`src/pra_pkg.sv`:
```
// ----------------------------------------------------------------------------
// pra_pkg: shared types and constants for the aging priority arbiter
// Register map codes, APB widths, bypass counter limits and reset values.
// ----------------------------------------------------------------------------
package pra_pkg;

    // APB register port
    localparam int APB_DATA_W = 32;
    localparam int APB_ADDR_W = 3;

    // Register word index (byte address / 4)
    typedef logic [APB_ADDR_W-3:0] t_reg_idx;
    localparam t_reg_idx REG_INIT_PRIO = 1'b0;
    localparam t_reg_idx REG_AGING_THR = 1'b1;

    // Bypass counter
    localparam int CNT_W = 4;
    typedef logic [CNT_W-1:0] t_count;
    localparam t_count CNT_MAX   = 4'd15;
    localparam t_count THR_RESET = 4'd2;

    // Priority floor for aging and the per-requester reset priority
    localparam int PRIO_FLOOR = 1;
    localparam int PRIO_RESET = 1;

    // Width of the zero-extended write word that initial priorities are cut from
    localparam int INIT_SRC_W = 64;

endpackage

```
`src/pra_cfg_regs.sv`:
```
// ----------------------------------------------------------------------------
// pra_cfg_regs: APB configuration registers
// Holds the initial priorities and the aging threshold; always ready.
// ----------------------------------------------------------------------------
module pra_cfg_regs
    import pra_pkg::*;
#(
    parameter int NUM_REQUESTERS = 8,
    parameter int PRIORITY_BITS  = 3
) (
    input  logic                                           i_clk,
    input  logic                                           i_rst_n,
    input  logic                                           psel,
    input  logic                                           penable,
    input  logic                                           pwrite,
    input  logic [APB_ADDR_W-1:0]                          paddr,
    input  logic [APB_DATA_W-1:0]                          pwdata,
    output logic [APB_DATA_W-1:0]                          prdata,
    output logic                                           pready,
    output logic [NUM_REQUESTERS-1:0][PRIORITY_BITS-1:0]   o_init_prio,
    output t_count                                         o_threshold
);

    logic [NUM_REQUESTERS-1:0][PRIORITY_BITS-1:0] r_init_prio;
    logic [NUM_REQUESTERS-1:0][PRIORITY_BITS-1:0] n_init_prio;
    t_count                                       r_threshold;
    t_reg_idx                                     reg_idx;
    logic                                         wr_en;
    logic [INIT_SRC_W-1:0]                        wr_word;

    assign pready  = 1'b1;
    assign reg_idx = paddr[APB_ADDR_W-1:2];
    assign wr_en   = psel && penable && pwrite && pready;
    assign wr_word = INIT_SRC_W'(pwdata);

    // Slice the write word into priority fields; fields past the word read as zero
    for (genvar g = 0; g < NUM_REQUESTERS; g++) begin : g_unpack
        if ((g + 1) * PRIORITY_BITS <= INIT_SRC_W) begin : g_in
            assign n_init_prio[g] = wr_word[g*PRIORITY_BITS +: PRIORITY_BITS];
        end else begin : g_out
            assign n_init_prio[g] = '0;
        end
    end

    // Register writes
    always_ff @(posedge i_clk) begin
        if (!i_rst_n) begin
            for (int i = 0; i < NUM_REQUESTERS; i++) begin
                r_init_prio[i] <= PRIORITY_BITS'(PRIO_RESET);
            end
            r_threshold <= THR_RESET;
        end else if (wr_en) begin
            unique case (reg_idx)
                REG_INIT_PRIO: r_init_prio <= n_init_prio;
                REG_AGING_THR: r_threshold <= pwdata[CNT_W-1:0];
                default: ;
            endcase
        end
    end

    // Read back
    always_comb begin
        unique case (reg_idx)
            REG_INIT_PRIO: prdata = APB_DATA_W'(r_init_prio);
            REG_AGING_THR: prdata = APB_DATA_W'(r_threshold);
            default:       prdata = '0;
        endcase
    end

    assign o_init_prio = r_init_prio;
    assign o_threshold = r_threshold;

endmodule

```
`src/pra_core.sv`:
```
// ----------------------------------------------------------------------------
// pra_core: aging, grant selection and bypass counting
// Holds current priorities and bypass counts; one arbitration per fire.
// ----------------------------------------------------------------------------
module pra_core
    import pra_pkg::*;
#(
    parameter int NUM_REQUESTERS = 8,
    parameter int PRIORITY_BITS  = 3,
    localparam int IDX_W         = $clog2(NUM_REQUESTERS)
) (
    input  logic                                           i_clk,
    input  logic                                           i_rst_n,
    input  logic                                           i_fire,
    input  logic [NUM_REQUESTERS-1:0]                      i_waiting,
    input  logic [NUM_REQUESTERS-1:0][PRIORITY_BITS-1:0]   i_init_prio,
    input  t_count                                         i_threshold,
    output logic                                           o_grant_valid,
    output logic [IDX_W-1:0]                               o_grant_index,
    output logic [PRIORITY_BITS-1:0]                       o_grant_prio,
    output logic [NUM_REQUESTERS-1:0]                      o_aged_mask
);

    logic [NUM_REQUESTERS-1:0][PRIORITY_BITS-1:0] r_cur_prio;
    logic [NUM_REQUESTERS-1:0][PRIORITY_BITS-1:0] n_cur_prio;
    t_count                                       r_count [NUM_REQUESTERS];
    t_count                                       n_count [NUM_REQUESTERS];
    logic [NUM_REQUESTERS-1:0]                    aged;
    logic [NUM_REQUESTERS-1:0]                    win_oh;
    logic                                         found;
    logic [IDX_W-1:0]                             win_idx;
    logic [PRIORITY_BITS-1:0]                     win_prio;
    logic [PRIORITY_BITS-1:0]                     win_init;

    // Age waiting requesters whose count reached the threshold
    always_comb begin
        for (int i = 0; i < NUM_REQUESTERS; i++) begin
            aged[i] = i_waiting[i] && (r_count[i] >= i_threshold);
            if (aged[i] && (r_cur_prio[i] > PRIORITY_BITS'(PRIO_FLOOR))) begin
                n_cur_prio[i] = r_cur_prio[i] - PRIORITY_BITS'(1);
            end else begin
                n_cur_prio[i] = r_cur_prio[i];
            end
        end
    end

    // Pick the most urgent waiting requester; lowest index breaks ties
    always_comb begin
        for (int i = 0; i < NUM_REQUESTERS; i++) begin
            win_oh[i] = i_waiting[i];
            for (int j = 0; j < NUM_REQUESTERS; j++) begin
                if (j != i && i_waiting[j] &&
                    ((n_cur_prio[j] < n_cur_prio[i]) ||
                     ((n_cur_prio[j] == n_cur_prio[i]) && (j < i)))) begin
                    win_oh[i] = 1'b0;
                end
            end
        end
    end

    assign found = |i_waiting;

    // Encode the winner
    always_comb begin
        win_idx  = '0;
        win_prio = '0;
        win_init = '0;
        for (int i = 0; i < NUM_REQUESTERS; i++) begin
            if (win_oh[i]) begin
                win_idx  = win_idx | IDX_W'(i);
                win_prio = win_prio | n_cur_prio[i];
                win_init = win_init | i_init_prio[i];
            end
        end
    end

    // Clear aged counts, then bump bypassed requesters of lower initial urgency
    always_comb begin
        for (int i = 0; i < NUM_REQUESTERS; i++) begin
            n_count[i] = aged[i] ? '0 : r_count[i];
            if (found && i_waiting[i] && !win_oh[i] &&
                (i_init_prio[i] > win_init) && (n_count[i] != CNT_MAX)) begin
                n_count[i] = n_count[i] + t_count'(1);
            end
        end
    end

    // State update
    always_ff @(posedge i_clk) begin
        if (!i_rst_n) begin
            for (int i = 0; i < NUM_REQUESTERS; i++) begin
                r_cur_prio[i] <= PRIORITY_BITS'(PRIO_RESET);
                r_count[i]    <= '0;
            end
        end else if (i_fire) begin
            r_cur_prio <= n_cur_prio;
            for (int i = 0; i < NUM_REQUESTERS; i++) begin
                r_count[i] <= n_count[i];
            end
        end
    end

    assign o_grant_valid = found;
    assign o_grant_index = win_idx;
    assign o_grant_prio  = win_prio;
    assign o_aged_mask   = aged;

endmodule

```
`src/priority_arbiter_with_aging_top.sv`:
```
// ----------------------------------------------------------------------------
// priority_arbiter_with_aging_top: static priority arbiter with aging
// Usage:
//   Slave stream: each beat carries the mask of waiting requesters. The block
//   ages starved requesters, grants the most urgent one (lowest index on a
//   tie) and counts bypasses for the rest.
//   Master stream: one beat per input beat with grant valid, grant index,
//   granted priority and the mask of requesters aged in that step.
//   APB port: initial priorities (address 0) and aging threshold (address 4);
//   write only while no beat is in flight.
// Timing:
//   An input beat is registered in the input register at acceptance and its
//   result in the result register, which drives the master stream, once that
//   register is free. One beat per cycle is sustained while the master side
//   takes beats; aging, the compare matrix and winner encode sit in between.
//   When the master side stalls, the result register holds and one more input
//   beat is taken into the input register before tready drops.
// Reset:
//   Both registers empty, current priorities at 1, bypass counts at zero,
//   initial priorities at 1 and aging threshold at 2.
// ----------------------------------------------------------------------------
module priority_arbiter_with_aging_top
    import pra_pkg::*;
#(
    parameter int NUM_REQUESTERS = 8,
    parameter int PRIORITY_BITS  = 3,
    localparam int IDX_W         = $clog2(NUM_REQUESTERS),
    localparam int IN_TDATA_W    = ((NUM_REQUESTERS + 7) / 8) * 8,
    localparam int OUT_BITS      = 1 + IDX_W + PRIORITY_BITS + NUM_REQUESTERS,
    localparam int OUT_TDATA_W   = ((OUT_BITS + 7) / 8) * 8
) (
    input  logic                    i_clk,
    input  logic                    i_rst_n,
    // waiting_mask
    input  logic                    i_s_tvalid,
    output logic                    o_s_tready,
    input  logic [IN_TDATA_W-1:0]   i_s_tdata,
    // grant_valid, grant_index, grant_priority, aged_mask
    output logic                    o_m_tvalid,
    input  logic                    i_m_tready,
    output logic [OUT_TDATA_W-1:0]  o_m_tdata,
    // APB configuration
    input  logic                    psel,
    input  logic                    penable,
    input  logic                    pwrite,
    input  logic [APB_ADDR_W-1:0]   paddr,
    input  logic [APB_DATA_W-1:0]   pwdata,
    output logic [APB_DATA_W-1:0]   prdata,
    output logic                    pready
);

    logic [NUM_REQUESTERS-1:0][PRIORITY_BITS-1:0] init_prio;
    t_count                                       threshold;
    logic                                         r_s1_valid;
    logic [NUM_REQUESTERS-1:0]                    r_s1_mask;
    logic                                         r_m_valid;
    logic [OUT_TDATA_W-1:0]                       r_m_data;
    logic [OUT_TDATA_W-1:0]                       n_m_data;
    logic                                         s1_adv;
    logic                                         in_beat;
    logic                                         grant_valid;
    logic [IDX_W-1:0]                             grant_index;
    logic [PRIORITY_BITS-1:0]                     grant_prio;
    logic [NUM_REQUESTERS-1:0]                    aged_mask;

    pra_cfg_regs #(
        .NUM_REQUESTERS (NUM_REQUESTERS),
        .PRIORITY_BITS  (PRIORITY_BITS)
    ) u_cfg (
        .i_clk       (i_clk),
        .i_rst_n     (i_rst_n),
        .psel        (psel),
        .penable     (penable),
        .pwrite      (pwrite),
        .paddr       (paddr),
        .pwdata      (pwdata),
        .prdata      (prdata),
        .pready      (pready),
        .o_init_prio (init_prio),
        .o_threshold (threshold)
    );

    // Advance the input register into the result register when it is free
    assign s1_adv     = r_s1_valid && (!r_m_valid || i_m_tready);
    assign o_s_tready = !r_s1_valid || s1_adv;
    assign in_beat    = i_s_tvalid && o_s_tready;

    pra_core #(
        .NUM_REQUESTERS (NUM_REQUESTERS),
        .PRIORITY_BITS  (PRIORITY_BITS)
    ) u_core (
        .i_clk         (i_clk),
        .i_rst_n       (i_rst_n),
        .i_fire        (s1_adv),
        .i_waiting     (r_s1_mask),
        .i_init_prio   (init_prio),
        .i_threshold   (threshold),
        .o_grant_valid (grant_valid),
        .o_grant_index (grant_index),
        .o_grant_prio  (grant_prio),
        .o_aged_mask   (aged_mask)
    );

    assign n_m_data = OUT_TDATA_W'({aged_mask, grant_prio, grant_index, grant_valid});

    // Input register control
    always_ff @(posedge i_clk) begin
        if (!i_rst_n) begin
            r_s1_valid <= 1'b0;
        end else if (in_beat) begin
            r_s1_valid <= 1'b1;
        end else if (s1_adv) begin
            r_s1_valid <= 1'b0;
        end
    end

    // Input register payload
    always_ff @(posedge i_clk) begin
        if (in_beat) begin
            r_s1_mask <= i_s_tdata[NUM_REQUESTERS-1:0];
        end
    end

    // Result register control
    always_ff @(posedge i_clk) begin
        if (!i_rst_n) begin
            r_m_valid <= 1'b0;
        end else if (s1_adv) begin
            r_m_valid <= 1'b1;
        end else if (i_m_tready) begin
            r_m_valid <= 1'b0;
        end
    end

    // Result register payload
    always_ff @(posedge i_clk) begin
        if (s1_adv) begin
            r_m_data <= n_m_data;
        end
    end

    assign o_m_tvalid = r_m_valid;
    assign o_m_tdata  = r_m_data;

endmodule

```
`config.mk`:
```
export PLATFORM = sky130hd
export DESIGN_NAME = priority_arbiter_with_aging_top
export DESIGN_NICKNAME = d
export VERILOG_FILES = /design/src/pra_pkg.sv /design/src/pra_cfg_regs.sv /design/src/pra_core.sv /design/src/priority_arbiter_with_aging_top.sv
export SDC_FILE = /design/constraint.sdc
export NUM_CORES = 1
export LEC_CHECK = 0
export ABC_AREA = 1
export BUFFER_PORTS_ARGS = -buffer_cell sky130_fd_sc_hd__buf_2
export CAP_MARGIN = 25
export CORE_ASPECT_RATIO = 0.9
export CORE_MARGIN = 1.5
export CORE_UTILIZATION = 65
export CTS_CLUSTER_DIAMETER = 80
export DETAILED_ROUTE_END_ITERATION = 6
export PLACE_DENSITY_LB_ADDON = 0.2
export SLEW_MARGIN = 40
export SYNTH_ARGS = -nofsm -noshare
export SYNTH_HDL_FRONTEND = slang
export SYNTH_SLANG_ARGS = --single-unit
export TNS_END_PERCENT = 50
```
`constraint.sdc`:
```
create_clock -name i_clk -period 6.4 [get_ports i_clk]
set_input_delay 1.28 -clock i_clk [delete_from_list [all_inputs] [get_ports i_clk]]
set_output_delay 1.28 -clock i_clk [all_outputs]
set_load 0.02 [all_outputs]
```
---- After elaboration in Yosys (flattened, before gate mapping) ----
Memory sizes are Yosys's and may differ from the RTL's.
Index checks and enable logic that the tools add are counted.
operators by class
  $add $sub $neg .......................... 16
  multipliers ............................. 0
  divide/modulo/power cells ............... 0
  $lt $le $gt $ge ......................... 80
  eq/ne operators ......................... 36
  shift-type cells ........................ 0
  muxes and demuxes ....................... 117
  bitwise gates (word level) .............. 23
  reductions and logical operators ........ 155
operators with widths
  cell                   count
  $lt A3 B3 Y1           56
  $logic_and A1 B1 Y1    108
  $mux W4                24
  $eq A3 B3 Y1           28
  $mux W3                24
  $mux W1                66
  $pmux W32 S2           1
  $or A3 B3 Y3           14
  $add A4 B1 Y4 const B  8
  $ge A4 B4 Y1           8
  $ne A4 B4 Y1 const B   8
  $logic_or A1 B1 Y1     30
  $gt A3 B1 Y1 const B   8
  $gt A3 B3 Y1           8
  $sub A3 B1 Y3 const B  8
  $logic_not A1 Y1       10
  $or A1 B1 Y1           8
  $reduce_or A8 Y1       1
  $mux W2                2
  $reduce_and A2 Y1      2
  $reduce_bool A2 Y1     2
  $reduce_or A4 Y1       1
  $reduce_or A2 Y1       1
  $not A1 Y1             1
storage, ports and cells
  bits in registers ....................... 77
  bits in latches ......................... 0
  bits in writable memories ............... 32
  memory bits (read-only) ................. 0
  input port bits ......................... 50
  output and inout port bits .............. 51
  logic and storage cells ................. 452
  memories ................................ 1
memory list
  name            words  bits a word  rd ports  clocked after Yosys merged registers in  wr ports  line            RTL
  u_core.r_count  8      4            8         0                                        8         pra_core.sv:26  t_count r_count [NUM_REQUESTERS];

---- Depth between registers and ports, before layout ----
Gate-level depths: netlist of run 1.
An unclocked memory read counts as a cell.
  depth in word-level cells ............... 34
  mapped depth ............................ 40
  depth with buffers taken out ............ 40

---- Hierarchy ----
A second synthesis of run 1 with hierarchy kept.
second synthesis, totals
  cell total of the unflattened synthesis .. 1413
  area total of the unflattened synthesis .. 10301.1 sq um
modules (own cells, without submodules)
  module                           times used  cells an instance  area each (sq um)  seq. area each (sq um)
  pra_core                         1           1143               7883.8             1441.4
  pra_cfg_regs                     1           232                1620.3             560.5
  priority_arbiter_with_aging_top  1           38                 797.0              730.7

---- Worst setup path before layout of run 1 ----
OpenSTA, ideal clock, no wires.
  kind .................................... register to register
  start ................................... register u_cfg.r_threshold[3] (netlist: u_cfg.o_threshold[3])
  end ..................................... memory u_core.r_count[0][8] (netlist bit) (data pin)
  arrival time ............................ 4.100 ns
  required time ........................... 6.138 ns
  path slack .............................. 2.038 ns
  cell stages (with the launch flop) ...... 36
  buffers on the path ..................... 0
  cells stage by stage .................... dfxtp_1 -> inv_1 -> ha_1 -> a21oi_1 -> nand3_2 -> nand3_2 -> nand2_1 -> nand2_2 -> inv_2 -> ha_1 -> nand2_1 -> nor2_1 -> a211oi_1 -> nand2_1 -> o211ai_1 -> nor2_1 -> nand2_1 -> a21oi_1 -> nand2_1 -> inv_2 -> nand2_1 -> nand2_1 -> inv_1 -> nand2_1 -> nor2_1 -> ha_1 -> nand2_1 -> nor2_1 -> a211oi_1 -> a31oi_1 -> nand3_1 -> inv_1 -> nand2_1 -> inv_1 -> o21ai_0 -> a21oi_1
RTL lines
  what                    line                RTL
  from (decl)             pra_cfg_regs.sv:26  t_count r_threshold;
  from (signal assigned)  pra_cfg_regs.sv:55  REG_AGING_THR: r_threshold <= pwdata[CNT_W-1:0];
  to (decl)               pra_core.sv:26

==> metrics.cfg, run 1 <==
[yosys]
ys_seq_area_share_pct=28.0
netlist.area_leader.share_pct=18.3
synthFlopType=edfxtp_1
yosysTopAreaCell=ha_1
yosysMostFrequentCell=nand2_1
syn_inst=1340
synthArstFlopShare_pct=0
syn_area_um2=9770
synth_cell_type_count=43
synth_common_cells=nand2_1 (242), inv_1 (189), ha_1 (143)
synth_area_leaders=ha_1 (18%), edfxtp_1 (17%), dfxtp_1 (11%)
synth-edff-count=55
avgSynthCellArea_um2=7.29
ys_ff_latch=109
yosys_warnings=0

[job]
cap_viol_max_count=0

[critical_path]
endpoint=u_core.r_count[1][1]
critPathSlowestCell=inv_1
end_kind=flip-flop
cp_max_fo=10
r2r_end=u_core.r_count[1][1]
rr_worst_depth=30
startpoint=u_cfg.o_threshold[2]
path_class=flip-flop to flip-flop
slowest_delay_ns=0.43
crit_top_cell=nor2_1
r2r_start=u_cfg.o_threshold[2]
cp.arrival_ns=6.00
reg2reg_slack_ns=0.53
cp-start-kind=flip-flop
critPathRequiredTime_ns=6.53

[timing]
fin_crit_ns=5.87
rsz0062_at_grt=false
fin_tns_setup_ns=0
fmax_mhz=170
slew_violations=0
whs_ns=0.505
setup_viol=0
min_period_over_period_pct=91.7
hold_viol_final=0
worstMarginPinSlew_ns=0.830
clock_skew_ns=0.00803
maxSlewHeadroom_pct=44.4

[global_route]
grt_pass1_wl_mm=42.9
grt_max_degree=53
antenna_found_initial=0
grt_remaining_overflow=0
grt_pass1_vias=8692
grt_use_total_pct=34.3

[pwr]
power_leakage_nw=5.36
ir_drop_mv=0.177
pwr_density_cell_nw_per_um2=164

[placement]
gp_congestion=0.956
hpwlAfterDp_mm=19.5
io_buffers=80

[floorplanning]
dieArea_um2=15800
die_height_um=119
die_w_um=132
num_rows=42
boundaryPins=101
initial_core_util_pct=66.4
core_area_um2=14700

[route]
routed-via-count=9415
drt_pass1_iterations=6
drcViolationCount=0
avgViaCountPerCell=5.84
drtIter0Drc=932
wl_per_cell_um=16.5
ant_nets=0
routed_wirelength_mm=26.6

[clock_tree]
worstSkewPairLatency_ns=0.37
cts_sinks=109
cts_tree=built
hold_buffers=0
clock_path_buffers=2
tritoncts.num_buffers=9
cts_max_level=3
cts_root_buf=clkbuf_16
post_cts_resized=0
clkTransAtPathRegs_ns=0.08
cts_setup_buffers=0

[layout]
fin_nets=1602
nFillCells=1206
area_growth_syn_to_layout_pct=8.51
regArea_um2=2730
n_antenna_cell=0
multi_input_area_um2=6120
drive_above_1_share_pct=12.5

[min_path]
hold_start=u_cfg.o_init_prio[14]
hold_path_depth=2
min_path_type=flip-flop to flip-flop

[status]
status=finished, final reports clean

## cells in the final DEF, fill, tap and decap left out, types with 44 or more instances in the layout
cell type  instances
o21ai_0           72
nand2_1          241
inv_1            187
nor2_1           134
dfxtp_1           54
nand4_1           44
nand3_1          124
edfxtp_1          55
buf_2             80
a21oi_1           73
ha_1             143
## metal layers
metal,global-route usage [%],up-vias,routed length [µm]
li1,-,4651,-
met1,45.6,4281,11300
met2,56.5,423,12300
met3,5.28,60,2460
met4,12.4,0,648
met5,0,-,0
## where the power goes
part	switching, mW	internal (mW)
combinational	0.239	0.117
clock	0.298	0.275
sequential	0.0350	0.771
total	0.572	1.16
## cells by family (layout without fill, tap and decap cells)
logic type      after synthesis  in the layout  share of synthesized area, %
compound gates              221            221                          13.3
buf+inv                     238            304                          9.73
xor+xnor                     26             26                          2.33
flops                       109            109                          28.0
simple gates                601            601                          28.3
other cells                   2             10                        0.0769
fa+ha+maj                   143            143                          18.3
## worst min path at each step
stage,end,slack [ns]
final,u_cfg.o_init_prio[14],0.50
after floorplan,u_cfg.o_init_prio[22],0.46
after CTS,u_cfg.o_init_prio[14],0.50
after detailed placement,u_cfg.o_init_prio[14],0.49
after global placement,u_cfg.o_init_prio[14],0.49
after global routing,o_m_tvalid,0.54
## cell type report
cell class                 count  share of cell area, %
timing repair buffer          86                   4.24
clock buffer                   9                   2.12
sequential                   109                   25.8
tap                          198                   2.34
inverter                     202                   7.18
clock inverter                 7                  0.602
multi-input combinational   1001                   57.7
## registers in the layout (all words and copies together) (netlist names)
name and cells:
u_core.r_count 32, u_cfg.o_init_prio 24, r_s1_valid 1, u_cfg.o_threshold 4, r_s1_mask 8, u_core.r_cur_prio 24, o_m_tvalid 1, o_m_tdata 15
## worst max-delay path, delay by kind of cell, from the launching register on
| kind | cells | cell delay (ns) |
|---|---|---|
| AOI/OAI and AO/OA | 4 | 0.77 |
| DFF | 1 | 0.30 |
| buffers and inverters | 5 | 0.94 |
| and+or+nand+nor | 17 | 2.07 |
| adders and majority gates | 3 | 1.08 |
| xor gates and xnor gates | 1 | 0.43 |
## through the flow
step	instances	setup slack, ns	cell area (µm²)	utilization [%]	total power, mW
final	1612	0.529	10600	72.0	1.74
after global routing	1612	0.0990	10600	72.0	1.81
after CTS	1611	0.702	10600	72.0	1.73
after detailed placement	1595	0.763	10300	70.0	1.17
after global placement	1595	0.854	10300	70.0	1.15
after floorplan	1348	2.04	9800	-	1.07
(Power assumes the default switching activity.)
==> run 2: changes to the inputs <==
Settings changed: CORE_UTILIZATION 65 to 35.
==> run 2 against run 1 <==
- clock skew increased by 0.0011 ns
- maximum frequency increased by 2.1%
- global-route usage decreased by 13 points
- sequential share of layout area decreased by 0.93 points
- count of clock-buffer cells in the layout increased by 6
- register-to-register slack improved by 0.12 ns
- via count decreased by 1.9%
- die area increased by 83%
- critical path depth increased by 3
- critical endpoint is now u_core.r_count[0][8]
- largest cell class unchanged
==> metrics.cfg, run 2 (synthesis gave the netlist of run 1 again) <==
[status]
status=finished, final reports clean

[critical_path]
cp-start-kind=flip-flop
path_class=flip-flop to flip-flop
slowest_delay_ns=0.61
critPathSlowestCell=nor2_1
end_kind=flip-flop
crit_top_cell=nand2_1
cp.arrival_ns=5.86
critPathRequiredTime_ns=6.51
cp_max_fo=8

[clock_tree]
clkTransAtPathRegs_ns=0.08
cts_tree=built
clock_path_buffers=2
cts_max_level=3
tritoncts.num_buffers=9
cts_sinks=109
cts_root_buf=clkbuf_16
worstSkewPairLatency_ns=0.37

[floorplanning]
dieArea_um2=28900
boundaryPins=101
die_height_um=161
initial_core_util_pct=35.9
core_area_um2=27200
die_w_um=179
num_rows=57

[pwr]
intPower_mw=1.24
swShare_pct=30.7
pwr-share-comb_pct=20.6
pwr_density_cell_nw_per_um2=162
power_leakage_nw=5.47
p_switching_mw=0.547
p_seq_share_pct=45.2
power_mw=1.78
ir_drop_mv=0.131
clockPowerShare_pct=34.2

[layout]
fin_nets=1622
final_cell_mix=nand2_1 (241), inv_1 (185), ha_1 (143), nor2_1 (135), nand3_1 (124)
area_growth_syn_to_layout_pct=12.6
final_common_cell=nand2_1
n_antenna_cell=0
drive_above_1_share_pct=13.7
top_register=u_core.r_count
finish.utilization_pct=40.4
stdcell_count=1788
largest_reg_flops=32

[route]
wl_per_cell_um=16.8
drtIter0Drc=682
drcViolationCount=0
drt_pass1_iterations=5
routed-via-count=9235
routed_wirelength_mm=30.1
avgViaCountPerCell=5.16
ant_nets=0

[timing]
fin_tns_setup_ns=0
hold_viol_final=0
setup_viol=0
fin_crit_ns=5.75
clock_skew_ns=0.00913
worstMarginPinSlew_ns=0.834
whs_ns=0.516
min_period_over_period_pct=89.8
rsz0062_at_grt=false
fmax_mhz=174
maxSlewHeadroom_pct=44.4
slew_violations=0

[global_route]
antenna_found_initial=0
grt_pass1_wl_mm=47.2
grt_max_degree=57
grt_pass1_vias=8579
grt_remaining_overflow=0
grt_use_total_pct=21.3

[min_path]
min_path_type=flip-flop to flip-flop

[placement]
io_buffers=80
dpl.cell_count=1766
gp_congestion=0.853
hpwlAfterDp_mm=22.6

[job]
cap_viol_max_count=0

run 2: timing repair:
item / 4_1_cts / 5_1_grt
buffers inserted: 0 / 6
endpoints found under the hold margin: 0 / 0
endpoints found under the setup margin: 0 / 2
resized for setup: 0 / 3
hold buffers: 0 / 0
run 2: area by class of cell:
class	instances	area, µm²
fill	2892	16200
sequential	109	2730
clock buffer	15	280
multi-input combinational	1001	6120
clock inverter	1	30.0
inverter	202	768
tap	354	443
timing repair buffer	106	628
run 2: layer usage:
layer	vias to the layer above	track usage, %	routed length (µm)
li1	4697	-	-
met1	4267	30.5	14800
met2	238	33.5	13300
met3	33	3.53	1670
met4	0	4.32	428
met5	-	0	0
run 2: power groups by stage:
stage | clock network [mW] | registers [mW] | logic, mW
final | 0.609 | 0.806 | 0.367
after global routing | 0.654 | 0.810 | 0.419
after CTS | 0.632 | 0.806 | 0.365
after detailed placement | 0 | 0.821 | 0.362
after global placement | 0 | 0.823 | 0.355
after floorplan | 0 | 0.810 | 0.259
run 2: final timing paths:
check | slack [ns] | start | cells past startpoint | end
min reg2reg | 0.52 | o_m_tvalid | 2 | o_m_tvalid
max | 0.65 | u_cfg.o_threshold[3] | 33 | u_core.r_count[0][8]
min | 0.52 | o_m_tvalid | 2 | o_m_tvalid
max reg2reg | 0.65 | u_cfg.o_threshold[3] | 33 | u_core.r_count[0][8]
run 2: worst max-delay path, delay by kind of cell, from the launching register on:
family,cells,cell delay (ns)
buffers and inverters,7,1.03
and+or+nand+nor,15,1.95
adders and majority gates,3,1.02
AOI/OAI and AO/OA,8,1.16
DFF,1,0.31
run 2: through the flow:
| step | area, µm² | worst slack, ns |
|---|---|---|
| final | 11000 | 0.652 |
| after global placement | 10600 | 0.669 |
| after global routing | 11000 | 0.0460 |
| after floorplan | 9800 | 2.04 |
| after detailed placement | 10600 | 0.626 |
| after CTS | 10900 | 0.608 |
